**config.mk**
```make
export PLATFORM = sky130hd
export DESIGN_NAME = mes_ram
export DESIGN_NICKNAME = d
export VERILOG_FILES = /design/src/rtl/core/mes_ram.sv
export SDC_FILE = /design/constraint.sdc
export NUM_CORES = 1
export LEC_CHECK = 0
export ABC_AREA = 1
export BUFFER_PORTS_ARGS = -buffer_cell sky130_fd_sc_hd__buf_4
export CAP_MARGIN = 30
export CELL_PAD_IN_SITES_DETAIL_PLACEMENT = 0
export CELL_PAD_IN_SITES_GLOBAL_PLACEMENT = 1
export CORE_MARGIN = 1.5
export CORE_UTILIZATION = 45
export DETAILED_ROUTE_END_ITERATION = 7
export PLACE_DENSITY_LB_ADDON = 0.1
export SYNTH_ARGS = -nofsm -noshare
export SYNTH_HDL_FRONTEND = slang
export SYNTH_SLANG_ARGS = --single-unit
```
**constraint.sdc**
```tcl
create_clock -name i_clk -period 2.14 [get_ports i_clk]
set_input_delay 0.214 -clock i_clk [delete_from_list [all_inputs] [get_ports i_clk]]
set_output_delay 0.214 -clock i_clk [all_outputs]
set_load 0.05 [all_outputs]
```
**src/rtl/core/mes_ram.sv**
```systemverilog
// mes_ram: generic single-write, single-read RAM with registered read data
// standalone, no package needed
module mes_ram #(
    parameter int WIDTH = 8,
    parameter int DEPTH = 16
) (
    input  logic                     i_clk,
    input  logic                     i_we,
    input  logic [$clog2(DEPTH)-1:0] i_waddr,
    input  logic [WIDTH-1:0]         i_wdata,
    input  logic [$clog2(DEPTH)-1:0] i_raddr,
    output logic [WIDTH-1:0]         o_rdata
);

    logic [WIDTH-1:0] r_mem [DEPTH];
    logic [WIDTH-1:0] r_rdata;

    // write port
    always_ff @(posedge i_clk) begin
        if (i_we) begin
            r_mem[i_waddr] <= i_wdata;
        end
    end

    // read port, old data on a same-address write
    always_ff @(posedge i_clk) begin
        r_rdata <= r_mem[i_raddr];
    end

    assign o_rdata = r_rdata;

endmodule

```
==> impl_metrics.toml, run 1 <==
[synth]
synth_area_leaders = "edfxtp_1, nand2_1, nand3_1"
synth_area_um2 = 5770
syn-num-nets = 569
syn_avg_cell_area_um2 = 10.5
synth_cells = 551
synth_warnings = 0
ys_ff_latch = 136
synth-seq-area-share = 0.694
yosys.area.top_type = "edfxtp_1"
ys_types = 12
synth_top_cell_area_share = 0.667

[sta]
tns_ns = 0
report.final.setup_viol = 0
fin_crit_sh = 0.572
holdWs_ns = 0.134
setup_slack_ns = 0.915
tightestPinTransition_ns = 0.840
rsz0062_at_grt = "false"
final_max_slew_viol_count = 0
slew_headroom = 0.438
fin_skew_ns = 0.00417
hold_viol = 0
fmax_mhz = 816
period_needed_ns = 1.22

[cts]
htree_levels = 4
hold_buffers = 0
cts_tree = "done"
clk_pin_slew_ns = 0.05
clock-sinks = 136
cts_buffers = 17
cts.path.max_buffers = 2
cts_root_buf = "clkbuf_16"
cts_resized = 0
cts_setup_buffers = 0
clock_latency_ns = 0.41

[drt]
wl_per_cell_um = 17.5
drt-total-wl_mm = 13.6
via_count = 3756
post_drt_via_cell_ratio = 4.85
drt_iter0_drc = 201
drtPass1Iterations = 5
drc = 0
postRouteAntennaNets = 0

[worst_setup_path]
crit_chain = "buf_4"
worstPathRequired_ns = 1.93
critPathLaunchType = "flop"
rrSetupSlack_ns = 1.03
critPathTopFamily = "flip-flops"
path_max_fanout = 1
critical_path_arrival_ns = 1.01
critPathBufInv = 1
max_stage_delay_ns = 0.37
slowest_stage = "dfxtp_1"
critPathKind = "reg2out"
endpoint_kind = "output port"

[die]
fp.coreArea_um2 = 12600
die_area_um2 = 13500
dieHeight_um = 116
rows = 41
initial_core_util = 0.459
die_w_um = 116
io_pins = 26

[global_routing]
antenna_found_initial = 0
grt_pass1_wl_mm = 20.6
grt.overflow.total = 0
gr-usage-all-layers = 0.218
grt_max_degree = 33
grt_pass1_vias = 3449

[place]
dp.cells = 744
pre_cts_ws_ns = 0.530
gp_congestion = 0.809
placed_area_um2 = 6170
place.port_buffers = 25
hpwlAfterDp_mm = 8.50

[pwr]
p_per_area_nw_per_um2 = 917
p_leak_nw = 2.92
fin_total_pwr_mw = 6.15
irDropWorstVdd_uv = 535

[cells_and_area]
instances_no_fill = 775
final_cell_mix = "nand2_1, edfxtp_1, inv_1, nand3_1, buf_4"
final_util = 0.534
diodes = 0
syn_to_final_growth_pct = 16.4
nets = 609
layout-drive-gt1-share = 0.124
final_common_cell = "nand2_1"
stdcell_area_um2 = 6710

[run_status]
status = "finished, final reports clean"

[hold_path]
min_path_type = "in2reg"

[run]
drv_cap = 0
==> worst paths after layout <==
| path | end | depth (start not counted) | startpoint |
|---|---|---|---|
| worst min-delay path | r_mem[11][2] | 1 | i_wdata[2] |
| worst min register to register | o_rdata[6] | 6 | r_mem[10][6] |
| worst max register to register | o_rdata[2] | 6 | r_mem[9][2] |
| worst max-delay path | o_rdata[6] | 1 | o_rdata[6] |
==> synth_stat cells <==
master,count
nand3_1,97
buf_4,4
dfxtp_1,8
edfxtp_1,128
buf_2,13
buf_1,1
nor2_1,17
nand3b_1,2
buf_6,6
nand2_1,173
inv_2,2
inv_1,100
==> power by group <==
part | switching (mW) | leakage, nW | internal [mW] | total (mW)
Sequential | 0.0211 | 1.22 | 2.98 | 3.00
Clock | 1.02 | 0.273 | 1.69 | 2.71
Combinational | 0.319 | 1.42 | 0.126 | 0.445
==> routing by layer <==
metal | vias to the layer above | share of wire | GRT usage
li1 | 1853 | - | -
met1 | 1779 | 0.48 | 0.325
met2 | 112 | 0.45 | 0.322
met3 | 12 | 0.052 | 0.0420
met4 | 0 | 0.010 | 0.0732
met5 | - | 0 | 0
==> state kept, by name, indices dropped and copies added, names as in the netlist <==
name	count
o_rdata	8
r_mem	128
==> cell type report <==
type	count	area, um2
Clock buffer	20	437
Clock inverter	11	108
Fill cell	1123	5860
Inverter	102	383
Multi-Input combinational cell	289	1210
Sequential cell	136	4000
Tap cell	172	215
Timing Repair Buffer	45	350
==> logic make-up after synthesis <==
kind of cell / share of synthesized area
buffers and inverters: 0.0952
AND/OR/NAND/NOR: 0.210
flip-flops: 0.694
No activity file was read; power rests on OpenSTA's default activity.
==> run 2, diff against run 1 <==
CORE_UTILIZATION = 44   (was 45)
clock period = 1.05 ns   (was 2.14 ns; I/O delays follow)
==> impl_metrics.toml, run 2 (synthesized netlist as in run 1, its figures left out) <==
[run_status]
status = "finished, final reports clean"

[cells_and_area]
nets = 618
diodes = 0
final_cell_mix = "nand2_1, edfxtp_1, inv_1, nand3_1, buf_4"
stdcell_area_um2 = 6940
top_register = "r_mem"
layout-drive-gt1-share = 0.153
final_common_cell = "nand2_1"
largest_reg_flops = 128
syn_to_final_growth_pct = 20.3
fillers = 1142

[die]
die_w_um = 117
io_pins = 26
fp.coreArea_um2 = 12700
rows = 41
die_area_um2 = 13800
initial_core_util = 0.453
dieHeight_um = 117

[cts]
clk_pin_slew_ns = 0.06
clock_latency_ns = 0.42
cts_root_buf = "clkbuf_16"
htree_levels = 4
cts_buffers = 17
cts_tree = "done"
clock-sinks = 136
cts_setup_buffers = 0
cts.path.max_buffers = 2

[drt]
drtPass1Iterations = 5
via_count = 3799
drc = 0
post_drt_via_cell_ratio = 4.84
drt_iter0_drc = 277
postRouteAntennaNets = 0
wl_per_cell_um = 17.4
drt-total-wl_mm = 13.7

[worst_setup_path]
slowest_stage = "dfxtp_4"
max_stage_delay_ns = 0.36
critPathTopFamily = "flip-flops"
critPathBufInv = 1
critical_path_arrival_ns = 0.93
endpoint_kind = "output port"
path_max_fanout = 1
critPathKind = "reg2out"
worstPathRequired_ns = 0.94
critPathLaunchType = "flop"
crit_chain = "buf_8"

[place]
place.port_buffers = 25
gp_congestion = 0.795
hpwlAfterDp_mm = 8.43
placed_area_um2 = 6310

[global_routing]
grt_max_degree = 61
grt_pass1_wl_mm = 21.2
grt.overflow.total = 0
gr-usage-all-layers = 0.210
antenna_found_initial = 0
grt_pass1_vias = 3587

[sta]
hold_viol = 0
report.final.setup_viol = 0
fin_crit_sh = 0.984
tightestPinTransition_ns = 0.296
fin_skew_ns = 0.00828
period_needed_ns = 1.03
slew_headroom = 0.803
holdWs_ns = 0.0411
fmax_mhz = 968
rsz0062_at_grt = "true"
final_max_slew_viol_count = 0
tns_ns = 0

[pwr]
p_per_area_nw_per_um2 = 1840
p_leak_nw = 3.01
fin_total_pwr_mw = 12.7
irDropWorstVdd_uv = 996

[hold_path]
min_path_type = "in2reg"

[run]
drv_cap = 0
run 2: cell types whose count changed in the layout (fill, tap and decap cells not counted), sizes merged:
cell,change
buf,+8
clkbuf,+4
clkinv,-2
bufinv,-1
clkinvlp,+1
dlygate4sd3,+1
inv,-1
run 2: what timing repair did:
action	CTS	global route
endpoints found under the setup margin	4	7
gates cloned	0	0
hold endpoints to repair	2	0
hold buffers	1	0
resized for setup	10	6
pin swaps	0	2
run 2: report_power, final:
part,total [mW],internal [mW],switching (mW),leakage [nW]
sequential,6.12,6.07,0.0449,1.22
combinational,1.00,0.331,0.671,1.51
clock,5.62,3.49,2.13,0.280
total,12.7,9.89,2.85,3.01
run 2: through the flow:
step	setup slack, ns	instances	util
floorplan	-0.00584	551	-
global placement	-0.162	752	0.496
detailed placement	-0.155	752	0.496
CTS	-0.00270	785	0.543
global route	-0.0290	785	0.545
finish	0.0165	785	0.545
run 2: layout make-up:
class / instances / area, um2 / share of cell area
timing repair buffer: 54 / 527 / 0.0759
sequential: 136 / 4010 / 0.578
inverter: 102 / 387 / 0.0557
clock buffer: 24 / 492 / 0.0709
tap: 172 / 215 / 0.0310
clock inverter: 8 / 71.3 / 0.0103
multi-input combinational: 289 / 1240 / 0.178
run 2: path summary, 6_finish.rpt:
check | end | slack, ns | cells after the start | start
max | o_rdata[3] | 0.02 | 1 | o_rdata[3]
min | r_mem[10][4] | 0.04 | 1 | i_wdata[4]
max reg2reg | o_rdata[6] | 0.04 | 6 | r_mem[9][6]
min reg2reg | o_rdata[4] | 0.65 | 6 | r_mem[14][4]
run 2: metal layers:
layer / track usage / wire, um / vias up
li1: - / - / 1872
met3: 0.0567 / 882 / 15
met5: 0 / 0 / -
met1: 0.300 / 6500 / 1785
met4: 0.0785 / 209 / 0
met2: 0.308 / 6080 / 127
run 2: worst register-to-register path, stage by stage, from the launching register on:
cell and delay, ns:
edfxtp_1 0.35, inv_1 0.06, nand2_1 0.04, nand3_1 0.10
nand3_1 0.15, nand3_1 0.14, nand2_1 0.06
