### src/rtl/core/mes_pkg.sv
// mes_pkg: shared constants, types and helper functions of the mask etch stencil
// used by every module under rtl/core except mes_ram; depends on nothing else
package mes_pkg;

    // line store geometry
    localparam int MAX_COLS = 1024;
    localparam int COL_W    = $clog2(MAX_COLS);
    localparam int NUMCOL_W = 11;
    localparam int NCOL_W   = (COL_W + 1 > NUMCOL_W) ? COL_W + 1 : NUMCOL_W;

    // field widths
    localparam int ROW_W     = 16;
    localparam int OUT_COL_W = 10;
    localparam int H_W       = 32;
    localparam int DEPTH_W   = 31;
    localparam int MASK_W    = 8;
    localparam int AMT_W     = DEPTH_W + 2;
    localparam int UNIT_W    = 3;

    // stream and register port widths
    localparam int S_TDATA_W = 40;
    localparam int M_TDATA_W = 64;
    localparam int APB_DW    = 32;
    localparam int APB_AW    = 4;

    // mask levels below this are open
    localparam logic [MASK_W-1:0] OPEN_LIMIT = MASK_W'(128);

    // etch modes
    localparam logic MODE_ISO   = 1'b0;
    localparam logic MODE_ANISO = 1'b1;

    // result queue
    localparam int OFIFO_DEPTH = 8;
    localparam int OFIFO_PW    = $clog2(OFIFO_DEPTH);
    localparam int OFIFO_CW    = OFIFO_PW + 1;

    // register map, word index
    typedef enum logic [1:0] {
        REG_ETCH_MODE  = 2'd0,
        REG_ETCH_DEPTH = 2'd1,
        REG_NUM_ROWS   = 2'd2,
        REG_NUM_COLS   = 2'd3
    } t_reg_idx;

    // position of an accepted word with its boundary flags
    typedef struct packed {
        logic [ROW_W-1:0] row;
        logic [COL_W-1:0] col;
        logic             last_row;
        logic             last_col;
        logic             r_ge1;
        logic             r_ge2;
        logic             r_ge3;
        logic             c_ge1;
        logic             c_ge2;
        logic             c_p1_lt;
        logic             c_p2_lt;
    } t_pos;

    // one line store entry
    typedef struct packed {
        logic [H_W-1:0] h;
        logic           op1;
        logic           op2;
    } t_line;

    // a result waiting for its subtraction
    typedef struct packed {
        logic             vld;
        logic [ROW_W-1:0] row;
        logic [COL_W-1:0] col;
        logic [H_W-1:0]   h;
        logic [AMT_W-1:0] amount;
        logic             last;
        logic             fend;
    } t_cand;

    // a finished result
    typedef struct packed {
        logic [ROW_W-1:0]     row;
        logic [OUT_COL_W-1:0] col;
        logic [H_W-1:0]       h;
        logic                 last;
        logic                 fend;
    } t_res;

    // up to two results pushed in one cycle, in order
    typedef struct packed {
        logic [1:0] vld;
        t_res       res0;
        t_res       res1;
    } t_push;

    // result queue status
    typedef struct packed {
        logic [OFIFO_CW-1:0] count;
        logic                empty;
    } t_ofifo_stat;

    // depth * units / 2, rounded down
    function automatic logic [AMT_W-1:0] etch_amount(input logic [DEPTH_W-1:0] depth,
                                                     input logic [UNIT_W-1:0] units);
        logic [DEPTH_W+2:0] d;
        logic [DEPTH_W+2:0] p;
        d = {3'b000, depth};
        case (units)
            3'd0:    p = '0;
            3'd1:    p = d;
            3'd2:    p = d << 1;
            3'd3:    p = d + (d << 1);
            3'd4:    p = d << 2;
            3'd5:    p = d + (d << 2);
            3'd6:    p = (d << 1) + (d << 2);
            default: p = (d << 3) - d;
        endcase
        return p[DEPTH_W+2:1];
    endfunction

    // height minus amount, clamped at the most negative value
    function automatic logic [H_W-1:0] sat_sub(input logic [H_W-1:0] h,
                                               input logic [AMT_W-1:0] amount);
        logic [H_W+2:0] diff;
        logic [H_W-1:0] res;
        diff = {{3{h[H_W-1]}}, h} - {2'b00, amount};
        if (diff[H_W+2] && !(&diff[H_W+2:H_W-1])) begin
            res = {1'b1, {(H_W-1){1'b0}}};
        end else begin
            res = diff[H_W-1:0];
        end
        return res;
    endfunction

endpackage

### src/rtl/core/mes_ofifo.sv
// mes_ofifo: result queue taking up to two words a cycle and giving one
// depends on mes_pkg
module mes_ofifo
    import mes_pkg::*;
(
    input  logic        i_clk,
    input  logic        i_rst_n,
    input  t_push       i_push,
    input  logic        i_pop_ready,
    output logic        o_pop_valid,
    output t_res        o_head,
    output t_ofifo_stat o_stat
);

    t_res                r_mem [OFIFO_DEPTH];
    logic [OFIFO_PW-1:0] r_wp;
    logic [OFIFO_PW-1:0] r_rp;
    logic [OFIFO_CW-1:0] r_cnt;
    logic [OFIFO_PW-1:0] n_wp;
    logic [OFIFO_PW-1:0] n_rp;
    logic [OFIFO_CW-1:0] n_cnt;
    logic [1:0]          n_push;
    logic                pop;
    t_res                first;

    // push count and first word in order
    always_comb begin
        n_push = {1'b0, i_push.vld[0]} + {1'b0, i_push.vld[1]};
        first  = i_push.vld[0] ? i_push.res0 : i_push.res1;
        pop    = (r_cnt != '0) && i_pop_ready;
        n_wp   = r_wp + OFIFO_PW'(n_push);
        n_rp   = r_rp + OFIFO_PW'(pop);
        n_cnt  = r_cnt + OFIFO_CW'(n_push) - OFIFO_CW'(pop);
    end

    // storage
    always_ff @(posedge i_clk) begin
        if (n_push != 2'd0) begin
            r_mem[r_wp] <= first;
        end
        if (n_push == 2'd2) begin
            r_mem[r_wp + OFIFO_PW'(1)] <= i_push.res1;
        end
    end

    // pointers and fill level
    always_ff @(posedge i_clk) begin
        if (!i_rst_n) begin
            r_wp  <= '0;
            r_rp  <= '0;
            r_cnt <= '0;
        end else begin
            r_wp  <= n_wp;
            r_rp  <= n_rp;
            r_cnt <= n_cnt;
        end
    end

    assign o_pop_valid  = r_cnt != '0;
    assign o_head       = r_mem[r_rp];
    assign o_stat.count = r_cnt;
    assign o_stat.empty = r_cnt == '0;

endmodule

### config.mk
export PLATFORM = sky130hd
export DESIGN_NAME = mes_ofifo
export DESIGN_NICKNAME = d
export VERILOG_FILES = /design/src/rtl/core/mes_pkg.sv /design/src/rtl/core/mes_ofifo.sv
export SDC_FILE = /design/constraint.sdc
export NUM_CORES = 1
export LEC_CHECK = 0
export BUFFER_PORTS_ARGS = -buffer_cell sky130_fd_sc_hd__buf_2
export CAP_MARGIN = 20
export CORE_MARGIN = 2
export CORE_UTILIZATION = 40
export CTS_BUF_LIST = sky130_fd_sc_hd__clkbuf_2 sky130_fd_sc_hd__clkbuf_4 sky130_fd_sc_hd__clkbuf_8
export DETAILED_ROUTE_END_ITERATION = 10
export SLEW_MARGIN = 5
export SYNTH_ARGS = -nofsm -noshare
export SYNTH_HDL_FRONTEND = slang
export SYNTH_SLANG_ARGS = --single-unit
### constraint.sdc
create_clock -name i_clk -period 18 [get_ports i_clk]
set_input_delay 0 -clock i_clk [delete_from_list [all_inputs] [get_ports i_clk]]
set_output_delay 0 -clock i_clk [all_outputs]
set_load 0.05 [all_outputs]
==> metrics <==
layout cells sized above 1 ~58%; total power 0.00355 W; initial core utilization between 40 and 50%; Resized Gates After CTS 0; f_max 233 MHz; First DRT Iteration DRCs 980; asr flop ratio synth 0%; count leader, synth mux2_2; internal power approximately 0.0024 W; simple-gate share of the synthesized area 0.745%; FF+latch count, synth 490; Die Height 254 um; # port buffers 190; Worst-path clk slew ~0.06 ns; largest cells by area after synthesis edfxtp_1 58%, mux2_2 26%, mux4_2 11%, mux2_1 1.3%, buf_2 1.1%; Clock Sinks 490; utilization after layout about half; largest family of logic cells by synthesized area multiplexers; Die ar. 64,600 um^2; DR WL/cell 25.3 um; Std-Cell Rows 91; detailed placer's ending HPWL 38,700 um; endpoints failing setup 0; M1 wire length roughly 29,000 um; width of the die 254 um; Synthesis Warnings 0; kind of end point of the critical path output pin; Layout Cells excl Fill 2,685; Comb power frac 29.9%; number of global-route vias before repair approximately 16,000; fin. max-slew vios 0; maximum clock path buffer count 3; Worst VDD drop 78.0 uV; Net Switching 0.00118 W; GR Overflow Total 0; CP arrival 4.29 ns; top routing layer in use met5; Synth Area in Compound Gates less than 1%; vias ~15,000; cell area power density 116 nW/um^2; synthesis-to-finish area growth 22.5%; DRT Pass-1 Iters 7; final-report hold violation count 0; Post-synth top flop edfxtp_1; postcts setup bufs 0; min Tclk post-route roughly 4.3 ns; RSZ-0062 raised after global routing no; CTS root buf clkbuf_8; multiplexer share of the synthesized area between 30% and 40%; sequential-to-total area share from yosys stat between 50 and 60%; startpoint types flop; number of top-level pins ~190; Overall Global Routing Usage 21.3%; max_cap viols 0; CP Class flop to output pin; Post-synth EDFFs 480; Synth Area per Inst approximately 18 um^2; first-pass GRT wire length approximately 100,000 um; Vias per Instance 5.45; P_leak 10.3 nW; xor/xnor cell area share of the yosys netlist 0.235%; H-tree level count 3; Post-Synthesis Cells ~1,400; CTS Hold Buffers Added 183; Setup Skew 0.0173 ns; Hold Crit Class primary input to flop; largest net degree at the start of global routing 63; WL final 68,000 um; post-synth top area share a little under three fifths; status complete, no violations; Hold WS 0.0606 ns; syn nets 1,515; most common library cells after synthesis 572 x mux2_2, 480 x edfxtp_1, 120 x mux4_2; Yosys cell types 34; Reg power frac 41.2%; Tcrit/Tclk final 23.8%; Synth area leader edfxtp_1; Core ar. 61,800 um^2; mapped cell area 25,000 um^2; clock group share of total power 28.8%; Final Wtd Congestion 0.739; Slew headroom 24.7%; antenna viol nets, final 0; CTS Buf Count just under 90; initial antenna violation count 2; CP max FO 41; placed cell count 2,340; metal2 WL 34,400 um; met3 wire length 3060 um; setup TNS 0 ns; DRC viols 0; nets@finish 1,919; Clock Latency Late Sink 0.67 ns; CTS tree yes; Synth Area in Adders 0.760%; Worst EP required 18.00 ns; Worst Tran Pin Value 1.13 ns; sw frac 33.3%
[sequential cells by signal, summed over array words and instances (netlist names)]
signal	count
r_mem	480
r_wp	3
r_cnt	4
r_rp	3
[critical path, cell delays in order, from the launching register on]
cell     delay [ns]
dfxtp_4        0.84
buf_4          0.47
buf_16         0.31
buf_4          0.74
mux4_2         0.61
mux2_2         0.32
buf_2          0.23
[kinds of logic after synthesis]
kind of cell | count (synthesis)
muxes | 721
DFF | 490
buffers and inverters | 104
and+or+nand+nor | 33
adders and majority gates | 14
AOI/OAI and AO/OA | 9
xor gates and xnor gates | 5
[power groups by stage]
stage	Clock, W	Sequential [W]	Combinational (W)
2_1_floorplan	0	0.00147	0.000757
3_3_place_gp	0	0.00149	0.00102
3_5_place_dp	0	0.00149	0.00103
4_1_cts	0.00105	0.00147	0.00107
5_1_grt	0.00110	0.00148	0.00113
6_report	0.00102	0.00147	0.00106
[worst paths after layout]
path	start	end	slack [ns]	cells after the start
worst max-delay path	r_rp[1]$_SDFF_PN0_	o_head[43]	13.71	6
worst min-delay path	i_push[120]	r_wp[0]$_SDFF_PN0_	0.06	5
worst max register to register	r_wp[0]$_SDFF_PN0_	r_mem[1][52]$_DFFE_PP_	13.91	5
worst min register to register	r_cnt[3]$_SDFF_PN0_	r_cnt[3]$_SDFF_PN0_	0.71	4
[cells in the final DEF, fill, tap and decap left out, drive strengths merged, types with 2 or more instances in the layout]
master and instances:
and2 9, buf 221, bufinv 2, clkbuf 117, clkinv 33, clkinvlp 3
dfxtp 10, dlygate4sd3 183, edfxtp 480, fa 2, ha 12, inv 16
mux2 600, mux4 120, nand2 6, nand2b 4, nor2 5, nor3 3
o21ai 2, o22ai 3, or2 2, xnor2 2, xor2 3
[cell type report]
cell class                 instances  area (um^2)
multi-input combinational        782        10100
clock buffer                     117         1450
antenna                            1         2.50
sequential                       490        14600
inverter                          13         48.8
clock inverter                    41          251
tap                              837         1050
fill                            5172        31200
timing repair buffer             404         3120
[per-layer routing]
layer / vias up / track usage, %
met5: - / 0
li1: 6461 / -
met3: 128 / 3.92
met1: 7679 / 27.0
met4: 2 / 7.55
met2: 375 / 36.7
[stage by stage]
step	cell area, um^2	setup WS (ns)
5_1_grt	30700	13.32
2_1_floorplan	25000	11.89
4_1_cts	30600	13.23
3_5_place_dp	27000	13.86
3_3_place_gp	27000	14.00
6_report	30700	13.71
Note: power is estimated with default switching activity, not from simulation.
