**src/rtl/core/mes_pkg.sv**
```systemverilog
// mes_pkg: shared constants, types and helper functions of the mask etch stencil
// used by every module under rtl/core except mes_ram; depends on nothing else
package mes_pkg;

    // line store geometry
    localparam int MAX_COLS = 1024;
    localparam int COL_W    = $clog2(MAX_COLS);
    localparam int NUMCOL_W = 11;
    localparam int NCOL_W   = (COL_W + 1 > NUMCOL_W) ? COL_W + 1 : NUMCOL_W;

    // field widths
    localparam int ROW_W     = 16;
    localparam int OUT_COL_W = 10;
    localparam int H_W       = 32;
    localparam int DEPTH_W   = 31;
    localparam int MASK_W    = 8;
    localparam int AMT_W     = DEPTH_W + 2;
    localparam int UNIT_W    = 3;

    // stream and register port widths
    localparam int S_TDATA_W = 40;
    localparam int M_TDATA_W = 64;
    localparam int APB_DW    = 32;
    localparam int APB_AW    = 4;

    // mask levels below this are open
    localparam logic [MASK_W-1:0] OPEN_LIMIT = MASK_W'(128);

    // etch modes
    localparam logic MODE_ISO   = 1'b0;
    localparam logic MODE_ANISO = 1'b1;

    // result queue
    localparam int OFIFO_DEPTH = 8;
    localparam int OFIFO_PW    = $clog2(OFIFO_DEPTH);
    localparam int OFIFO_CW    = OFIFO_PW + 1;

    // register map, word index
    typedef enum logic [1:0] {
        REG_ETCH_MODE  = 2'd0,
        REG_ETCH_DEPTH = 2'd1,
        REG_NUM_ROWS   = 2'd2,
        REG_NUM_COLS   = 2'd3
    } t_reg_idx;

    // position of an accepted word with its boundary flags
    typedef struct packed {
        logic [ROW_W-1:0] row;
        logic [COL_W-1:0] col;
        logic             last_row;
        logic             last_col;
        logic             r_ge1;
        logic             r_ge2;
        logic             r_ge3;
        logic             c_ge1;
        logic             c_ge2;
        logic             c_p1_lt;
        logic             c_p2_lt;
    } t_pos;

    // one line store entry
    typedef struct packed {
        logic [H_W-1:0] h;
        logic           op1;
        logic           op2;
    } t_line;

    // a result waiting for its subtraction
    typedef struct packed {
        logic             vld;
        logic [ROW_W-1:0] row;
        logic [COL_W-1:0] col;
        logic [H_W-1:0]   h;
        logic [AMT_W-1:0] amount;
        logic             last;
        logic             fend;
    } t_cand;

    // a finished result
    typedef struct packed {
        logic [ROW_W-1:0]     row;
        logic [OUT_COL_W-1:0] col;
        logic [H_W-1:0]       h;
        logic                 last;
        logic                 fend;
    } t_res;

    // up to two results pushed in one cycle, in order
    typedef struct packed {
        logic [1:0] vld;
        t_res       res0;
        t_res       res1;
    } t_push;

    // result queue status
    typedef struct packed {
        logic [OFIFO_CW-1:0] count;
        logic                empty;
    } t_ofifo_stat;

    // depth * units / 2, rounded down
    function automatic logic [AMT_W-1:0] etch_amount(input logic [DEPTH_W-1:0] depth,
                                                     input logic [UNIT_W-1:0] units);
        logic [DEPTH_W+2:0] d;
        logic [DEPTH_W+2:0] p;
        d = {3'b000, depth};
        case (units)
            3'd0:    p = '0;
            3'd1:    p = d;
            3'd2:    p = d << 1;
            3'd3:    p = d + (d << 1);
            3'd4:    p = d << 2;
            3'd5:    p = d + (d << 2);
            3'd6:    p = (d << 1) + (d << 2);
            default: p = (d << 3) - d;
        endcase
        return p[DEPTH_W+2:1];
    endfunction

    // height minus amount, clamped at the most negative value
    function automatic logic [H_W-1:0] sat_sub(input logic [H_W-1:0] h,
                                               input logic [AMT_W-1:0] amount);
        logic [H_W+2:0] diff;
        logic [H_W-1:0] res;
        diff = {{3{h[H_W-1]}}, h} - {2'b00, amount};
        if (diff[H_W+2] && !(&diff[H_W+2:H_W-1])) begin
            res = {1'b1, {(H_W-1){1'b0}}};
        end else begin
            res = diff[H_W-1:0];
        end
        return res;
    endfunction

endpackage

```
**src/rtl/core/mes_etch.sv**
```systemverilog
// mes_etch: result stage, subtracts the removal amount with saturation
// depends on mes_pkg
module mes_etch
    import mes_pkg::*;
(
    input  logic   i_clk,
    input  logic   i_rst_n,
    input  t_cand  i_cand0,
    input  t_cand  i_cand1,
    output t_push  o_push,
    output logic   o_busy
);

    t_cand r_c0;
    t_cand r_c1;

    // stage register, only the valid bits are reset
    always_ff @(posedge i_clk) begin
        if (!i_rst_n) begin
            r_c0.vld <= 1'b0;
            r_c1.vld <= 1'b0;
        end else begin
            r_c0 <= i_cand0;
            r_c1 <= i_cand1;
        end
    end

    // saturating subtract and result formatting
    always_comb begin
        o_push.vld       = {r_c1.vld, r_c0.vld};
        o_push.res0.row  = r_c0.row;
        o_push.res0.col  = OUT_COL_W'(r_c0.col);
        o_push.res0.h    = sat_sub(r_c0.h, r_c0.amount);
        o_push.res0.last = r_c0.last;
        o_push.res0.fend = r_c0.fend;
        o_push.res1.row  = r_c1.row;
        o_push.res1.col  = OUT_COL_W'(r_c1.col);
        o_push.res1.h    = sat_sub(r_c1.h, r_c1.amount);
        o_push.res1.last = r_c1.last;
        o_push.res1.fend = r_c1.fend;
    end

    assign o_busy = r_c0.vld | r_c1.vld;

endmodule

```
**config.mk**
```make
export PLATFORM = sky130hd
export DESIGN_NAME = mes_etch
export DESIGN_NICKNAME = d
export VERILOG_FILES = /design/src/rtl/core/mes_pkg.sv /design/src/rtl/core/mes_etch.sv
export SDC_FILE = /design/constraint.sdc
export NUM_CORES = 1
export LEC_CHECK = 0
export BUFFER_PORTS_ARGS = -buffer_cell sky130_fd_sc_hd__clkbuf_2
export CORE_MARGIN = 1.5
export CORE_UTILIZATION = 45
export CTS_CLUSTER_SIZE = 14
export DETAILED_ROUTE_END_ITERATION = 10
export GPL_TIMING_DRIVEN = 1
export PLACE_DENSITY = 0.71
export SLEW_MARGIN = 20
export SYNTH_ARGS = -nofsm -noshare
export SYNTH_HDL_FRONTEND = slang
export SYNTH_SLANG_ARGS = --single-unit
```
**constraint.sdc**
```tcl
create_clock -name i_clk -period 6.4 [get_ports i_clk]
set_input_delay 0.96 -clock i_clk [delete_from_list [all_inputs] [get_ports i_clk]]
set_output_delay 0.96 -clock i_clk [all_outputs]
set_load 0.02 [all_outputs]
```
==> flow_summary.ini, run 1 <==
[run_status]
status = finished clean

[sta]
maxSlewHeadroom_pct = 34.15
setup_viol = 0
period_share_pct = 80.00
tightest_slew_ps = 987.7
finalSetupTns_ps = 0
max_clock_freq_mhz = 195.3
hold_violations = 0
layout_min_cycle_time_ps = 5120
slew_violations = 0
whs_ps = 692.0
rsz0062_at_grt = false

[synthesis]
synth_enable_flop_cells = 186
synthDistinctLibCells = 75
yosys.area.top_type = edfxtp_1
synth_seq_cells = 188
syn_avg_cell_area_um2 = 11.63
syn_nets = 1184
async_reset_ff_share_pct = 0
synth_top_area_share_pct = 52.00
synth_cells = 924
ys.flop_type = edfxtp_1
ys_warn_count = 0
ys_seq_area_share_pct = 52.37
synth_area_um2 = 10740
ys_top_cells_by_area = edfxtp_1 (52%), ha_1 (7.9%), buf_4 (4.1%), a21o_1 (3.0%), a21oi_1 (3.0%)

[place]
dp_hpwl_um = 18950
io_buffers = 312
gp_congestion = 0.8936
place_area_um2 = 12160

[clocking]
cts_made_buffers = 17
ctsResizeCount = 0
htreeDepth = 4
cts.sinks = 188
postCtsHoldBufs = 0
cts.clk_slew.worst_paths_ps = 90
cts_buffer_depth = 2
post-cts-setup-buffers = 0
cts_root_buf = clkbuf_16
cts_tree = yes

[cells_and_area]
fin_nets = 1431
drive_above_1_share_pct = 32.77
area_growth_pct = 19.25
fin_area_um2 = 12810
fillerInstances = 2097

[floorplanning]
fp.dieH_um = 157.5
fp-row-count = 56
core-area_um2 = 23470
dieArea_um2 = 24810
ios = 313
fp.dieW_um = 157.5
initial_core_util_pct = 45.76

[critical_path]
critPathRequiredTime_ps = 5440
worstPathArrival_ps = 4160
crit_chain = ha_1 > a21oi_1 > o21bai_1 > or4b_1 > o221ai_1 > mux2_1 > a31o_1 > o41ai_4 > buf_4 > and3_1 > clkbuf_2
cp_slowest_cell = o41ai_4
max_stage_delay_ps = 700
critPathTopFamily = compound AO/OA/AOI/OAI gates
path_buf_inv = 2
critPathLaunchType = register
end_kind = primary output
critPathKind = reg2out
cp_max_fo = 17

[power_and_ir_drop]
pwr_density_cell_nw_per_um2 = 291.7
leakage_nw = 5.741
ir_drop_v = 0.0001554

[grt]
grt_max_degree = 78
antenna_found_initial = 3
grt_overflow_total = 0
grt_pass1_vias = 7529
grt_pass1_wl_um = 37920
grt_use_total_pct = 19.63

[routing]
drt_wl_total_um = 24470
drt_first_pass_iters = 4
routedWlPerCell_um = 16.26
drtIter0Drc = 465
vias_per_cell = 5.147
vias = 7746
ant_nets = 0
drcViolationCount = 0

[run]
maxCapViolations = 0

[hold_path]
hold_path.class = in2reg
[registers in the layout, summed over array words and instances, names as in the netlist]
signal,count
r_c0,65
o_push,58
r_c1,65
[cells in the mapped netlist (7+ instances only)]
library cell  number
edfxtp_1         186
inv_1             81
ha_1              68
a21oi_1           64
buf_4             58
nand2_1           44
a21o_1            43
and2_1            33
nor2_1            30
xnor2_1           28
o21ai_0           26
xor2_1            26
nor3_2            20
clkbuf_1          17
nand4_1           13
and3_1            12
buf_2             11
nand3_1           11
nor3_1            11
a211oi_1           9
o211ai_1           9
o21a_1             9
o21bai_1           9
nand2b_1           7
o21ai_1            7
[routing by layer]
layer,global-route usage (%),wire (um),up-vias
met5,0,11,-
met4,5.975,410,2
met1,24.57,10360,3638
li1,-,-,3827
met3,4.433,1413,30
met2,33.75,12270,249
[through the flow]
stage                     setup WS, ps  utilization [%]  std cells  power (W)
final                             1280            54.57       1505   0.003737
after CTS                         1147            54.44       1502   0.003759
after floorplan                   2285                -        924   0.002353
after detailed placement          1640            51.80       1470   0.002662
after global routing              1039            54.56       1504   0.003934
after global placement            1789            51.80       1470   0.002647
[kinds of logic (layout without fill, tap and decap cells)]
group,count (synthesis),count (layout),share of synthesized area [%]
DFF,188,188,52.37
muxes,3,3,0.2912
buffers and inverters,169,429,8.270
and+or+nand+nor,209,209,11.26
adders and majority gates,70,70,8.294
other,0,2,0
AOI/OAI and AO/OA,230,230,14.96
xor gates and xnor gates,55,55,4.555
[placed cells by master (no fill, tap or decap), drive strengths merged, types with 4 or more instances in the layout]
cell,n
a31oi,6
xor2,26
ha,68
or3,7
clkbuf,328
xnor2,29
nand2,44
clkinv,9
and2,34
o211ai,9
nor3,31
edfxtp,186
inv,87
o21a,9
nor2,31
nand3,11
a2111oi,4
and4,4
nand2b,7
a21boi,4
nand4,13
o21ai,33
a21oi,64
o31ai,5
o21bai,9
a21o,45
a211oi,11
nor2b,5
and3,12
buf,5
a221oi,5
[path summary, 6_finish.rpt]
check	start	endpoint	depth (start not counted)
hold / removal	i_cand1[89]	o_push[56]	1
setup / recovery	r_c0[57]	o_push[71]	11
[power by group]
part           internal (W)  switching [W]
Combinational      0.000440       0.000722
Sequential          0.00146      0.0000284
Clock              0.000535       0.000551
[cell type report]
class | count | area [um^2] | share of cell area [%]
clock buffers | 17 | 425.4 | 3.321
inverters | 81 | 304.0 | 2.374
diodes | 2 | 5.005 | 0.03907
multi-input cells | 567 | 4239 | 33.09
repair buffers | 316 | 1618 | 12.63
well taps | 319 | 399.1 | 3.116
clock inverters | 15 | 193.9 | 1.514
flip-flops and latches | 188 | 5625 | 43.91
Power figures use the tool's default switching activity.
==> run 2: changes to the inputs <==
==> constraint.sdc (replaced) <==
create_clock -name i_clk -period 4.8 [get_ports i_clk]
set_input_delay 0.72 -clock i_clk [delete_from_list [all_inputs] [get_ports i_clk]]
set_output_delay 0.72 -clock i_clk [all_outputs]
set_load 0.02 [all_outputs]
==> run 2 against run 1 <==
Non-clock buffer count increased by 4. Worst hold slack got worse by 230 ps. Critical endpoint is now o_push[4]. Cell count increased by 0.13%. Utilization about the same. Routed wire length increased by 1.1%.
==> flow_summary.ini, run 2 (same netlist as run 1, synthesis figures left out) <==
[sta]
maxSlewHeadroom_pct = 54.49
period_share_pct = 94.32
setup_viol = 0
whs_ps = 459.2
rsz0062_at_grt = false
slew_violations = 0
layout_min_cycle_time_ps = 4528
finalSetupTns_ps = 0
hold_violations = 0
max_clock_freq_mhz = 220.9
layout_setup_ws_ps = 272.5
tightest_slew_ps = 682.6

[critical_path]
max_stage_delay_ps = 410
cp_slowest_cell = fa_1
path_buf_inv = 4
worstPathArrival_ps = 3810
critPathRequiredTime_ps = 4080
cp_max_fo = 27
critPathKind = reg2out
end_kind = primary output
critPathTopFamily = compound AO/OA/AOI/OAI gates
crit_chain = inv_1 > ha_1 > inv_1 > fa_1 > a21oi_1 > o21ai_1 > a41oi_1 > a21oi_1 > or3_4 > a31o_4 > a31oi_4 > buf_8 > nor3_1 > clkbuf_2
critPathLaunchType = register

[power_and_ir_drop]
combPwrFrac_pct = 31.9
p_switching_w = 0.001705
switching_share_pct = 34.43
pwr_density_cell_nw_per_um2 = 386.5
p_seq_share_pct = 40.1
leakage_nw = 5.749
p_int_w = 0.003247
pwr-share-clk_pct = 28.0
p_total_w = 0.004953
ir_drop_v = 0.0002414

[grt]
grt_pass1_vias = 7544
antenna_found_initial = 2
grt_pass1_wl_um = 37470
grt_max_degree = 82
grt_use_total_pct = 19.42
grt_overflow_total = 0

[place]
place_ws_ps = 609.8
gp_congestion = 0.8961
io_buffers = 312
dp_hpwl_um = 19120

[clocking]
cts.clk_slew.worst_paths_ps = 80
cts_buffer_depth = 2
cts_made_buffers = 17
cts_tree = yes
postCtsHoldBufs = 0
cts_root_buf = clkbuf_16
htreeDepth = 4
cts.sinks = 188

[cells_and_area]
antenna_cells = 0
layout_common_cells = clkbuf_2 (311), edfxtp_1 (186), inv_1 (81)
final_util_pct = 54.60
seqCellArea_um2 = 5625
area_growth_pct = 19.31
fillerInstances = 2023
fin_nets = 1435
drive_above_1_share_pct = 33.00
layout_commonest_cell = clkbuf_2
multi_input_area_um2 = 4239

[floorplanning]
ios = 313
core-area_um2 = 23470
fp-row-count = 56
dieArea_um2 = 24810
fp.dieH_um = 157.5
initial_core_util_pct = 45.76
fp.dieW_um = 157.5

[run_status]
status = finished clean

[routing]
drt_wl_total_um = 24730
drcViolationCount = 0
routedWlPerCell_um = 16.41
drt_first_pass_iters = 5
vias = 7718
ant_nets = 0
drtIter0Drc = 372
vias_per_cell = 5.121

[hold_path]
min_from = i_cand0[80]
hold-path-cell-count = 1
hold_end = o_push[107]
hold_path.class = in2reg

[run]
maxCapViolations = 0
==> run 2: worst max path at each step <==
stage / startpoint / endpoint / cells after the start
after CTS: r_c1[35] / o_push[4] / 14
final: r_c1[35] / o_push[4] / 14
after global routing: r_c1[35] / o_push[4] / 14
after detailed placement: r_c1[35] / o_push[4] / 14
after floorplan: r_c0[62] / o_push[62] / 10
after global placement: r_c1[35] / o_push[5] / 14
==> run 2: cell type report <==
| type | instances | area share (%) |
|---|---|---|
| Tap cell | 319 | 3.114 |
| Sequential cell | 188 | 43.89 |
| Clock inverter | 15 | 1.172 |
| Inverter | 81 | 2.372 |
| Clock buffer | 17 | 3.319 |
| Timing Repair Buffer | 320 | 13.05 |
| Multi-Input combinational cell | 567 | 33.08 |
==> run 2: power by group through the flow <==
stage / sequential, W / clock (W) / combinational, W
3_5_place_dp: 0.00202 / 0 / 0.00155
6_report: 0.00199 / 0.00139 / 0.00158
4_1_cts: 0.00199 / 0.00143 / 0.00156
2_1_floorplan: 0.00201 / 0 / 0.00113
3_3_place_gp: 0.00202 / 0 / 0.00154
5_1_grt: 0.00200 / 0.00148 / 0.00172
==> run 2: repair_timing <==
action	CTS	global route
gates resized for setup	0	2
buffers inserted	0	1
setup endpoints to repair	0	27
==> run 2: per-stage QoR <==
| step | area [um^2] | cells |
|---|---|---|
| after floorplan | 10740 | 924 |
| after global placement | 12210 | 1474 |
| after detailed placement | 12210 | 1474 |
| after CTS | 12790 | 1506 |
| after global routing | 12820 | 1507 |
| final | 12820 | 1507 |
==> run 2: metal layers <==
layer	wire (um)	global-route usage [%]	part of all wire, %
met1	10510	24.01	42
met2	12550	34.13	51
met3	1302	4.488	5.3
met4	356	4.897	1.4
met5	15	0	0.061
