**src/rtl/core/mes_pkg.sv**
```systemverilog
// mes_pkg: shared constants, types and helper functions of the mask etch stencil
// used by every module under rtl/core except mes_ram; depends on nothing else
package mes_pkg;

    // line store geometry
    localparam int MAX_COLS = 1024;
    localparam int COL_W    = $clog2(MAX_COLS);
    localparam int NUMCOL_W = 11;
    localparam int NCOL_W   = (COL_W + 1 > NUMCOL_W) ? COL_W + 1 : NUMCOL_W;

    // field widths
    localparam int ROW_W     = 16;
    localparam int OUT_COL_W = 10;
    localparam int H_W       = 32;
    localparam int DEPTH_W   = 31;
    localparam int MASK_W    = 8;
    localparam int AMT_W     = DEPTH_W + 2;
    localparam int UNIT_W    = 3;

    // stream and register port widths
    localparam int S_TDATA_W = 40;
    localparam int M_TDATA_W = 64;
    localparam int APB_DW    = 32;
    localparam int APB_AW    = 4;

    // mask levels below this are open
    localparam logic [MASK_W-1:0] OPEN_LIMIT = MASK_W'(128);

    // etch modes
    localparam logic MODE_ISO   = 1'b0;
    localparam logic MODE_ANISO = 1'b1;

    // result queue
    localparam int OFIFO_DEPTH = 8;
    localparam int OFIFO_PW    = $clog2(OFIFO_DEPTH);
    localparam int OFIFO_CW    = OFIFO_PW + 1;

    // register map, word index
    typedef enum logic [1:0] {
        REG_ETCH_MODE  = 2'd0,
        REG_ETCH_DEPTH = 2'd1,
        REG_NUM_ROWS   = 2'd2,
        REG_NUM_COLS   = 2'd3
    } t_reg_idx;

    // position of an accepted word with its boundary flags
    typedef struct packed {
        logic [ROW_W-1:0] row;
        logic [COL_W-1:0] col;
        logic             last_row;
        logic             last_col;
        logic             r_ge1;
        logic             r_ge2;
        logic             r_ge3;
        logic             c_ge1;
        logic             c_ge2;
        logic             c_p1_lt;
        logic             c_p2_lt;
    } t_pos;

    // one line store entry
    typedef struct packed {
        logic [H_W-1:0] h;
        logic           op1;
        logic           op2;
    } t_line;

    // a result waiting for its subtraction
    typedef struct packed {
        logic             vld;
        logic [ROW_W-1:0] row;
        logic [COL_W-1:0] col;
        logic [H_W-1:0]   h;
        logic [AMT_W-1:0] amount;
        logic             last;
        logic             fend;
    } t_cand;

    // a finished result
    typedef struct packed {
        logic [ROW_W-1:0]     row;
        logic [OUT_COL_W-1:0] col;
        logic [H_W-1:0]       h;
        logic                 last;
        logic                 fend;
    } t_res;

    // up to two results pushed in one cycle, in order
    typedef struct packed {
        logic [1:0] vld;
        t_res       res0;
        t_res       res1;
    } t_push;

    // result queue status
    typedef struct packed {
        logic [OFIFO_CW-1:0] count;
        logic                empty;
    } t_ofifo_stat;

    // depth * units / 2, rounded down
    function automatic logic [AMT_W-1:0] etch_amount(input logic [DEPTH_W-1:0] depth,
                                                     input logic [UNIT_W-1:0] units);
        logic [DEPTH_W+2:0] d;
        logic [DEPTH_W+2:0] p;
        d = {3'b000, depth};
        case (units)
            3'd0:    p = '0;
            3'd1:    p = d;
            3'd2:    p = d << 1;
            3'd3:    p = d + (d << 1);
            3'd4:    p = d << 2;
            3'd5:    p = d + (d << 2);
            3'd6:    p = (d << 1) + (d << 2);
            default: p = (d << 3) - d;
        endcase
        return p[DEPTH_W+2:1];
    endfunction

    // height minus amount, clamped at the most negative value
    function automatic logic [H_W-1:0] sat_sub(input logic [H_W-1:0] h,
                                               input logic [AMT_W-1:0] amount);
        logic [H_W+2:0] diff;
        logic [H_W-1:0] res;
        diff = {{3{h[H_W-1]}}, h} - {2'b00, amount};
        if (diff[H_W+2] && !(&diff[H_W+2:H_W-1])) begin
            res = {1'b1, {(H_W-1){1'b0}}};
        end else begin
            res = diff[H_W-1:0];
        end
        return res;
    endfunction

endpackage

```
**src/rtl/core/mes_pos.sv**
```systemverilog
// mes_pos: raster position counters with dimension clamping and wrap
// depends on mes_pkg
module mes_pos
    import mes_pkg::*;
(
    input  logic                i_clk,
    input  logic                i_rst_n,
    input  logic                i_advance,
    input  logic [ROW_W-1:0]    i_num_rows,
    input  logic [NUMCOL_W-1:0] i_num_cols,
    output t_pos                o_pos
);

    logic [COL_W-1:0]  r_col;
    logic [ROW_W-1:0]  r_row;
    logic [COL_W-1:0]  n_col;
    logic [ROW_W-1:0]  n_row;

    logic [NCOL_W-1:0] c_in;
    logic [NCOL_W-1:0] c_eff;
    logic [NCOL_W-1:0] c_ext;
    logic [ROW_W-1:0]  r_eff;
    logic [ROW_W:0]    row_t;
    logic              col_wrap;
    logic              row_wrap;
    t_pos              pos;

    // effective dimensions
    always_comb begin
        c_in = NCOL_W'(i_num_cols);
        if (c_in == '0) begin
            c_eff = NCOL_W'(1);
        end else if (c_in > NCOL_W'(MAX_COLS)) begin
            c_eff = NCOL_W'(MAX_COLS);
        end else begin
            c_eff = c_in;
        end
        r_eff = (i_num_rows == '0) ? ROW_W'(1) : i_num_rows;
    end

    // normalise the stored position against the current dimensions
    always_comb begin
        col_wrap = NCOL_W'(r_col) >= c_eff;
        row_t    = {1'b0, r_row} + (ROW_W + 1)'(col_wrap);
        row_wrap = row_t >= {1'b0, r_eff};

        pos.col  = col_wrap ? '0 : r_col;
        pos.row  = row_wrap ? '0 : row_t[ROW_W-1:0];
        c_ext    = NCOL_W'(pos.col);

        pos.last_row = pos.row == (r_eff - ROW_W'(1));
        pos.last_col = (c_ext + NCOL_W'(1)) == c_eff;
        pos.r_ge1    = pos.row >= ROW_W'(1);
        pos.r_ge2    = pos.row >= ROW_W'(2);
        pos.r_ge3    = pos.row >= ROW_W'(3);
        pos.c_ge1    = c_ext >= NCOL_W'(1);
        pos.c_ge2    = c_ext >= NCOL_W'(2);
        pos.c_p1_lt  = (c_ext + NCOL_W'(1)) < c_eff;
        pos.c_p2_lt  = (c_ext + NCOL_W'(2)) < c_eff;
    end

    // next position after an accepted word
    always_comb begin
        n_col = r_col;
        n_row = r_row;
        if (i_advance) begin
            if (pos.last_col) begin
                n_col = '0;
                n_row = pos.last_row ? '0 : pos.row + ROW_W'(1);
            end else begin
                n_col = pos.col + COL_W'(1);
                n_row = pos.row;
            end
        end
    end

    always_ff @(posedge i_clk) begin
        if (!i_rst_n) begin
            r_col <= '0;
            r_row <= '0;
        end else begin
            r_col <= n_col;
            r_row <= n_row;
        end
    end

    assign o_pos = pos;

endmodule

```
**config.mk**
```make
export PLATFORM = sky130hd
export DESIGN_NAME = mes_pos
export DESIGN_NICKNAME = d
export VERILOG_FILES = /design/src/rtl/core/mes_pkg.sv /design/src/rtl/core/mes_pos.sv
export SDC_FILE = /design/constraint.sdc
export NUM_CORES = 1
export LEC_CHECK = 0
export BUFFER_PORTS_ARGS = -buffer_cell sky130_fd_sc_hd__buf_2
export CAP_MARGIN = 20
export CORE_ASPECT_RATIO = 0.9
export CORE_MARGIN = 8
export CORE_UTILIZATION = 40
export DETAILED_ROUTE_END_ITERATION = 12
export PLACE_DENSITY_LB_ADDON = 0.2
export SLEW_MARGIN = 20
export SYNTH_ARGS = -nofsm -noshare
export SYNTH_HDL_FRONTEND = slang
export SYNTH_SLANG_ARGS = --single-unit
```
**constraint.sdc**
```tcl
create_clock -name i_clk -period 14.64 [get_ports i_clk]
set_input_delay 4.392 -clock i_clk [delete_from_list [all_inputs] [get_ports i_clk]]
set_output_delay 4.392 -clock i_clk [all_outputs]
set_load 0.03 [all_outputs]
```
==> qor.csv, run 1 <==
metric,value,unit
status,completed,
io_buffers,64,
synth_top_flop_cell,dfxtp_1,
drive_above_1_share,0.286,
core_area,10100,um^2
critPathMaxFanout,3,
fillers,988,
crit_arrival,10.00,ns
syn_to_final_growth,27.9,%
yosys_register_bits,26,
reg2reg_from,r_col[0]$_SDFFE_PN0P_,
cp_common_cell,a21o_1,
crit_slowest_cell,or4_4,
maxCapViolations,0,
crit_family,simple AND/OR/NAND/NOR gates,
worstPathRequired,10.25,ns
cts_buffers,3,
finalCriticalPeriod,14.39,ns
synth_top_area_frac,0.182,
syn_avg_cell_area,7.57,um^2
synth_area_leaders,"ha_1 (18%), dfxtp_1 (13%), xnor2_1 (9.4%), nand2_1 (5.0%), inv_1 (4.2%)",
drt-total-wl,14.0,mm
syn_area,4120,um^2
start_kind,input pin,
htreeDepth,1,
hold_start,r_row[15]$_SDFFE_PN0P_,
fmax,69.5,MHz
antenna_cells,0,
clockRootBuffer,clkbuf_16,
ff2ff_path_depth,31,
postPlaceCellArea,4920,um^2
finClkSkew,0.00650,ns
worstMarginPinSlew,0.994,ns
total_power,221,uW
clock_latency,0.26,ns
cp-end-kind,output port,
cpPeakStageDelay,0.57,ns
critical_path.startpoint,i_num_cols[2],
yosysSeqAreaShare,0.126,
setup_violations,0,
grt_pass1_wl,22.1,mm
min_delay_path_depth,2,
crit_buf_inv,5,
async_flop_share,0,
place.gp.congestion,0.912,
post_drt_via_cell_ratio,5.64,
cts_hold_buf,0,
power_density,42.0,nW/um^2
grt_pass1_vias,4257,
drt_iter0_drc,303,
synth_cells,544,
clk_transition_reported_paths,0.07,ns
syn-num-nets,634,
drtPass1Iterations,5,
pin_count,65,
antenna_found_initial,0,
path_depth,29,
initial_core_util,0.407,
wl_per_cell,18.0,um
hold_viol,0,
slew_violations,0,
die_height,112,um
cts_sinks,26,
track_usage,0.199,
period_share,0.983,
ant_nets,0,
grt_max_degree,17,
final_nets,741,
cts_tree,built,
grt_setup_unrepaired,true,
dp_hpwl,11.7,mm
num_rows,35,
drc,0,
vias,4395,
ys_warn_count,0,
relSlewSlack,0.336,
critPathKind,input pin to output port,
vdd_drop_max,0.0000742,V
synth_edf_count,0,
die_x,123,um
gr-total-overflow,0,
yosysUniqueCellTypes,75,
hold_class,register to register,
clockBufferDepth,2,
final_cell_area,5270,um^2
yosys.area.top_type,ha_1,
leakagePower,0.00255,uW
dieArea,13800,um^2
==> repair_timing <==
action / CTS / global route
pin swaps: 3 / 25
setup endpoints to repair: 1 / 5
resized for setup: 6 / 31
setup buffers: 2 / 5
==> per-layer routing <==
layer | vias up | GRT usage | routed length, um
met4 | 0 | 0.0146 | 61
met3 | 6 | 0.0286 | 866
met2 | 133 | 0.302 | 6000
met5 | - | 0 | 0
met1 | 2085 | 0.297 | 7090
li1 | 2171 | - | -
==> worst reg2reg max path, delay by kind of cell, from the launching register on <==
| kind | cells | cell delay [ns] |
|---|---|---|
| flops | 1 | 0.44 |
| buf+inv | 5 | 0.85 |
| xor+xnor | 2 | 0.40 |
| fa+ha+maj | 3 | 0.82 |
| simple gates | 14 | 3.33 |
| compound gates | 7 | 1.15 |
==> metrics by stage <==
step / util / hold slack [ns] / std cells / setup TNS (ns) / worst slack [ns]
finish: 0.521 / 0.494 / 779 / 0 / 0.247
global route: 0.521 / 0.546 / 779 / -0.133 / -0.133
CTS: 0.502 / 0.495 / 775 / 0 / 0.00428
detailed placement: 0.487 / 0.482 / 769 / -0.0438 / -0.0438
global placement: 0.487 / 0.487 / 769 / 0 / 0.0356
floorplan: - / 0.465 / 544 / 0 / 0.0149
==> final timing paths <==
kind	slack, ns	endpoint
worst min register to register	0.49	r_row[15]$_SDFFE_PN0P_
worst min-delay path	0.49	r_row[15]$_SDFFE_PN0P_
worst max register to register	7.54	r_row[15]$_SDFFE_PN0P_
worst max-delay path	0.25	o_pos[8]
==> synthesized netlist by cell type, types with 4 or more instances <==
cell / count
nand3_1: 23
nor3_1: 15
inv_1: 46
o21a_1: 8
nand4_1: 15
nor2_1: 39
dfxtp_1: 26
and2_1: 9
a31oi_1: 4
nor4_1: 14
and3_1: 6
a21oi_1: 16
o21ai_0: 16
a21o_1: 9
a21boi_0: 8
o211ai_1: 4
clkbuf_1: 14
nor2b_1: 5
or3_1: 5
nand2b_1: 4
xor2_1: 14
ha_1: 60
xnor2_1: 44
and4_1: 4
o21ai_2: 10
nand2_1: 55
==> state kept, by name (all words and copies together) (netlist names) <==
name   cells
r_col     10
r_row     16
==> cells in the final DEF (no fill, tap or decap), drive strengths merged, types with 4 or more instances in the layout <==
cell type / netlist / routed
a21boi: 8 / 8
a21o: 9 / 9
a21oi: 16 / 16
a31oi: 4 / 4
and2: 9 / 9
and3: 6 / 6
and4: 5 / 5
buf: 5 / 121
dfxtp: 26 / 26
ha: 60 / 60
inv: 46 / 46
nand2: 55 / 55
nand2b: 4 / 4
nand3: 24 / 24
nand4: 17 / 17
nor2: 39 / 39
nor2b: 5 / 5
nor3: 16 / 16
nor4: 17 / 17
o211ai: 4 / 4
o21a: 8 / 8
o21ai: 26 / 26
or2: 5 / 5
or3: 5 / 5
or4: 5 / 5
xnor2: 44 / 44
xor2: 14 / 14
==> power breakdown <==
part	internal, uW	switching [uW]	leakage, uW	total [uW]
clock	54.4	26.2	0.0000511	80.7
sequential	71.5	1.17	0.000210	72.7
combinational	26.5	41.1	0.00229	67.6
==> final cells by class <==
type | instances | area [um^2] | area share
Timing Repair Buffer | 121 | 758 | 0.144
Clock inverter | 1 | 30.0 | 0.00570
Tap cell | 129 | 161 | 0.0306
Multi-Input combinational cell | 450 | 3530 | 0.671
Clock buffer | 3 | 75.1 | 0.0143
Sequential cell | 26 | 520 | 0.0988
Inverter | 49 | 186 | 0.0354
==> logic make-up (layout without fill, tap and decap cells) <==
group / count (synthesis) / count (layout) / share of synthesized area
AOI/OAI and AO/OA: 107 / 107 / 0.190
adders and majority gates: 60 / 60 / 0.182
DFF: 26 / 26 / 0.126
muxes: 3 / 3 / 0.00730
and+or+nand+nor: 221 / 221 / 0.297
xor gates and xnor gates: 59 / 59 / 0.129
buffers and inverters: 68 / 174 / 0.0678
Note: power is estimated with default switching activity, not from simulation.
==> run 2: changes to the inputs <==
BUFFER_PORTS_ARGS = -buffer_cell sky130_fd_sc_hd__buf_4   (was -buffer_cell sky130_fd_sc_hd__buf_2)
CORE_UTILIZATION = 45   (was 40)
CTS_CLUSTER_DIAMETER = 30   (was not set)
==> qor.csv, run 2 (synthesis gave the netlist of run 1 again) <==
metric,value,unit,change
crit_slowest_cell,or4_4,,unchanged
htreeDepth,1,,unchanged
critical_path.startpoint,i_num_cols[8],,was i_num_cols[2]
period_share,0.985,,was 0.983
post_drt_via_cell_ratio,5.77,,was 5.64
crit_family,simple AND/OR/NAND/NOR gates,,unchanged
antenna_cells,0,,unchanged
largest_reg_flops,16,,unchanged
final_nets,725,,was 741
initial_core_util,0.457,,was 0.407
ant_nets,0,,unchanged
highest_layer,met4,,unchanged
met1_length,6.82,mm,was 7.09 mm
critPathMaxFanout,7,,was 3
vdd_drop_max,0.0000326,V,was 0.0000742 V
min_delay_path_depth,2,,unchanged
drt-total-wl,13.5,mm,was 14.0 mm
die_height,107,um,was 112 um
met3_wirelength,943,um,was 866 um
ff2ff_path_depth,30,,was 31
finalCriticalPeriod,14.42,ns,was 14.39 ns
cp_common_cell,a21o_1,,unchanged
grt_max_degree,22,,was 17
cp-end-kind,output port,,unchanged
hold_start,r_row[15]$_SDFFE_PN0P_,,unchanged
clockRootBuffer,clkbuf_8,,was clkbuf_16
io_buffers,64,,unchanged
drtPass1Iterations,5,,unchanged
hold_viol,0,,unchanged
fmax,69.3,MHz,was 69.5 MHz
core_area,9000,um^2,was 10100 um^2
track_usage,0.215,,was 0.199
antenna_found_initial,0,,unchanged
cpPeakStageDelay,0.52,ns,was 0.57 ns
layout_commonest_cell,buf_4,,was buf_2
dp_hpwl,11.3,mm,was 11.7 mm
fin_ws,0.216,ns,was 0.247 ns
cts_hold_buf,0,,unchanged
cts_buffers,3,,unchanged
die_x,117,um,was 123 um
hold_class,register to register,,unchanged
clock_latency,0.28,ns,was 0.26 ns
syn_to_final_growth,27.7,%,was 27.9%
grt_pass1_vias,4190,,was 4257
grt_pass1_wl,21.5,mm,was 22.1 mm
status,completed,,unchanged
dr_wl_met2,5.55,mm,was 6.00 mm
reg2reg_from,r_col[0]$_SDFFE_PN0P_,,unchanged
drc,0,,unchanged
final_cell_mix,"buf_4 (103), ha_1 (57), nand2_1 (55)",,"was buf_2 (63), ha_1 (57), buf_4 (56)"
maxCapViolations,0,,unchanged
cts_tree,built,,unchanged
clk_transition_reported_paths,0.10,ns,was 0.07 ns
drive_above_1_share,0.260,,was 0.286
num_rows,33,,was 35
leakagePower,0.00247,uW,was 0.00255 uW
worstMarginPinSlew,1.09,ns,was 0.994 ns
reg_top3,"r_row: 16 flops, r_col: 10 flops",,unchanged
setup_tns,0,ns,unchanged
fillers,883,,was 988
start_kind,input pin,,unchanged
place.gp.congestion,0.917,,was 0.912
pin_count,65,,unchanged
finClkSkew,0.0110,ns,was 0.00650 ns
critPathKind,input pin to output port,,unchanged
worstPathRequired,10.25,ns,about the same
dieArea,12500,um^2,was 13800 um^2
drt_iter0_drc,278,,was 303
crit_arrival,10.03,ns,was 10.00 ns
slew_violations,0,,unchanged
wl_per_cell,17.9,um,was 18.0 um
place_ws,-0.160,ns,was -0.0438 ns
path_depth,30,,was 29
gr-total-overflow,0,,unchanged
setup_violations,0,,unchanged
vias,4361,,was 4395
regMostFlops,r_row,,unchanged
power_density,39.3,nW/um^2,was 42.0 nW/um^2
relSlewSlack,0.274,,was 0.336
clockBufferDepth,2,,unchanged
cts_sinks,26,,unchanged
crit_buf_inv,4,,was 5
-- run 2: final timing paths --
check | slack [ns] | to
worst max-delay path | 0.22 | o_pos[8]
worst min-delay path | 0.51 | r_row[15]$_SDFFE_PN0P_
worst max register to register | 7.68 | r_row[15]$_SDFFE_PN0P_
worst min register to register | 0.51 | r_row[15]$_SDFFE_PN0P_
-- run 2: tightest hold or removal path, stage by stage (launching register included) --
cell     delay [ns]
dfxtp_1        0.34
nand2_1        0.08
o21ai_2        0.05
-- run 2: timing repair --
item                                    CTS  global route
endpoints found under the setup margin    1             2
pin swaps                                 3            22
resized for setup                         5            26
buffers inserted                          1             2
-- run 2: power breakdown --
part | switching (uW) | internal (uW) | leakage [uW]
sequential | 1.48 | 71.5 | 0.000210
combinational | 42.2 | 30.6 | 0.00222
clock | 24.1 | 36.6 | 0.0000357
-- run 2: area by class of cell --
cell class                 instances  area, um^2  area share
inverter                          49         186      0.0355
multi-input combinational        450        3530       0.671
clock buffer                       3        41.3     0.00786
clock inverter                     1        30.0     0.00571
timing repair buffer             105         796       0.151
sequential                        26         520      0.0990
tap                              122         153      0.0290
-- run 2: per-stage QoR --
stage / util / hold WS [ns] / instances / total power [uW] / area [um^2]
floorplan: - / 0.465 / 544 / 116 / 4150
global placement: 0.554 / 0.486 / 750 / 142 / 4980
detailed placement: 0.554 / 0.488 / 750 / 142 / 4980
CTS: 0.566 / 0.508 / 755 / 204 / 5100
global route: 0.584 / 0.549 / 756 / 217 / 5260
finish: 0.584 / 0.509 / 756 / 206 / 5260
-- run 2: layer usage --
metal	vias to the layer above	GRT usage
met1	2065	0.322
met3	14	0.0449
met5	-	0
met4	0	0.0411
li1	2141	-
met2	141	0.308
==> run 3: changes to the inputs <==
REMOVE_ABC_BUFFERS = 1   (was not set)
==> qor.csv, run 3 (synthesis gave the netlist of run 1 again) <==
metric,value,unit,change
power_density,38.8,nW/um^2,was 39.3 nW/um^2
regMostFlops,r_row,,unchanged
rrSetupSlack,7.64,ns,was 7.68 ns
htreeDepth,1,,unchanged
period_share,0.985,,about the same
hold_class,register to register,,unchanged
cts_sinks,26,,unchanged
drt_iter0_drc,415,,was 278
drt-total-wl,13.8,mm,was 13.5 mm
dp_hpwl,11.3,mm,about the same
drtPass1Iterations,5,,unchanged
slew_violations,0,,unchanged
reg_top3,"r_row: 16 flops, r_col: 10 flops",,unchanged
vdd_drop_max,0.0000299,V,was 0.0000326 V
wl_per_cell,17.9,um,about the same
leakagePower,0.00257,uW,was 0.00247 uW
cp-end-kind,output port,,unchanged
reg2reg_from,r_col[0]$_SDFFE_PN0P_,,unchanged
status,completed,,unchanged
clockRootBuffer,clkbuf_8,,unchanged
hold_viol,0,,unchanged
clk_transition_reported_paths,0.11,ns,was 0.10 ns
worstMarginPinSlew,0.920,ns,was 1.09 ns
finClkSkew,0.00255,ns,was 0.0110 ns
final_nets,737,,was 725
critPathMaxFanout,6,,was 7
syn_to_final_growth,32.4,%,was 27.7%
core_area,9000,um^2,unchanged
cts_tree,built,,unchanged
antenna_cells,0,,unchanged
drc,0,,unchanged
die_x,117,um,unchanged
largest_reg_flops,16,,unchanged
finalCriticalPeriod,14.42,ns,about the same
cpPeakStageDelay,0.57,ns,was 0.52 ns
clockBufferDepth,2,,unchanged
antenna_found_initial,0,,unchanged
fmax,69.3,MHz,about the same
maxCapViolations,0,,unchanged
setup_violations,0,,unchanged
ff2ff_path_depth,36,,was 30
layout_commonest_cell,buf_4,,unchanged
worstPathRequired,10.25,ns,about the same
gr-total-overflow,0,,unchanged
io_buffers,64,,unchanged
grt_max_degree,17,,was 22
critPathKind,input pin to output port,,unchanged
fin_ws,0.216,ns,about the same
dieArea,12500,um^2,unchanged
drive_above_1_share,0.280,,was 0.260
postPlaceCellArea,5010,um^2,was 4980 um^2
cts_buffers,3,,unchanged
fillers,865,,was 883
relSlewSlack,0.386,,was 0.274
initial_core_util,0.457,,unchanged
crit_slowest_cell,or4_4,,unchanged
min_delay_path_depth,2,,unchanged
grt_pass1_vias,4109,,was 4190
num_rows,33,,unchanged
crit_arrival,10.03,ns,about the same
cts_hold_buf,0,,unchanged
ant_nets,0,,unchanged
track_usage,0.217,,was 0.215
final_cell_area,5450,um^2,was 5260 um^2
min_to,r_row[15]$_SDFFE_PN0P_,,unchanged
place_ws,-0.223,ns,was -0.160 ns
hold_start,r_row[15]$_SDFFE_PN0P_,,unchanged
final_cell_mix,"buf_4 (111), nand2_1 (55), ha_1 (54)",,"was buf_4 (103), ha_1 (57), nand2_1 (55)"
vias,4406,,was 4361
grt_pass1_wl,21.6,mm,was 21.5 mm
place.gp.congestion,0.914,,was 0.917
post_drt_via_cell_ratio,5.74,,was 5.77
die_height,107,um,unchanged
setup_tns,0,ns,unchanged
start_kind,input pin,,unchanged
pin_count,65,,unchanged
clock_latency,0.28,ns,about the same
r2r-end,r_row[14]$_SDFFE_PN0P_,,was r_row[15]$_SDFFE_PN0P_
-- run 3: cell types whose count changed in the layout (fill, tap and decap cells not counted), sizes merged --
cell    previous run  this run
buf              105       117
clkinv             3         2
inv               46        47
-- run 3: power breakdown --
| group | internal [uW] | leakage, uW | switching, uW | total [uW] |
|---|---|---|---|---|
| clock network | 36.7 | 0.0000357 | 27.0 | 63.7 |
| logic | 31.4 | 0.00233 | 43.6 | 75.0 |
| registers | 71.5 | 0.000210 | 1.48 | 73.0 |
| total | 140 | 0.00257 | 72.1 | 212 |
-- run 3: critical path: cells and delay by family --
family	cells	cell delay, ns
compound gates	10	1.33
xor+xnor	1	0.19
fa+ha+maj	4	0.74
buf+inv	5	0.62
simple gates	11	2.75
-- run 3: per-stage QoR --
stage                     hold WS, ns  cells  power [uW]   util
after floorplan                 0.465    525         114      -
after global placement          0.492    758         142  0.557
after detailed placement        0.509    758         143  0.557
after CTS                       0.524    762         206  0.569
after global routing            0.560    768         222  0.606
final                           0.524    768         212  0.606
-- run 3: per-layer routing --
layer / vias up / track usage / routed length [um]
met5: - / 0 / 0
met4: 0 / 0.0347 / 141
met3: 12 / 0.0348 / 1140
met2: 163 / 0.297 / 5620
met1: 2070 / 0.343 / 6860
li1: 2161 / - / -
-- run 3: worst max-delay path by stage --
stage	depth (start not counted)	start	to	slack, ns
final	31	i_num_cols[4]	o_pos[8]	0.22
after global routing	31	i_num_cols[4]	o_pos[8]	-0.16
after CTS	30	i_num_cols[5]	o_pos[8]	0.02
after detailed placement	30	i_num_cols[5]	o_pos[8]	-0.22
after global placement	31	i_num_cols[5]	o_pos[8]	-0.07
after floorplan	27	i_num_cols[5]	o_pos[8]	-1.44
-- run 3: final cells by class --
class,count,area [um^2],share of cell area
Sequential cell,26,520,0.0955
Timing Repair Buffer,117,901,0.165
Inverter,49,185,0.0340
Multi-Input combinational cell,450,3620,0.664
Clock buffer,3,41.3,0.00757
Tap cell,122,153,0.0280
Clock inverter,1,30.0,0.00551
-- run 3: repair_timing --
item	4_1_cts	5_1_grt
buffers inserted	0	6
gates cloned	0	0
endpoints found under the setup margin	1	4
gates resized for setup	6	46
pin swaps	2	33
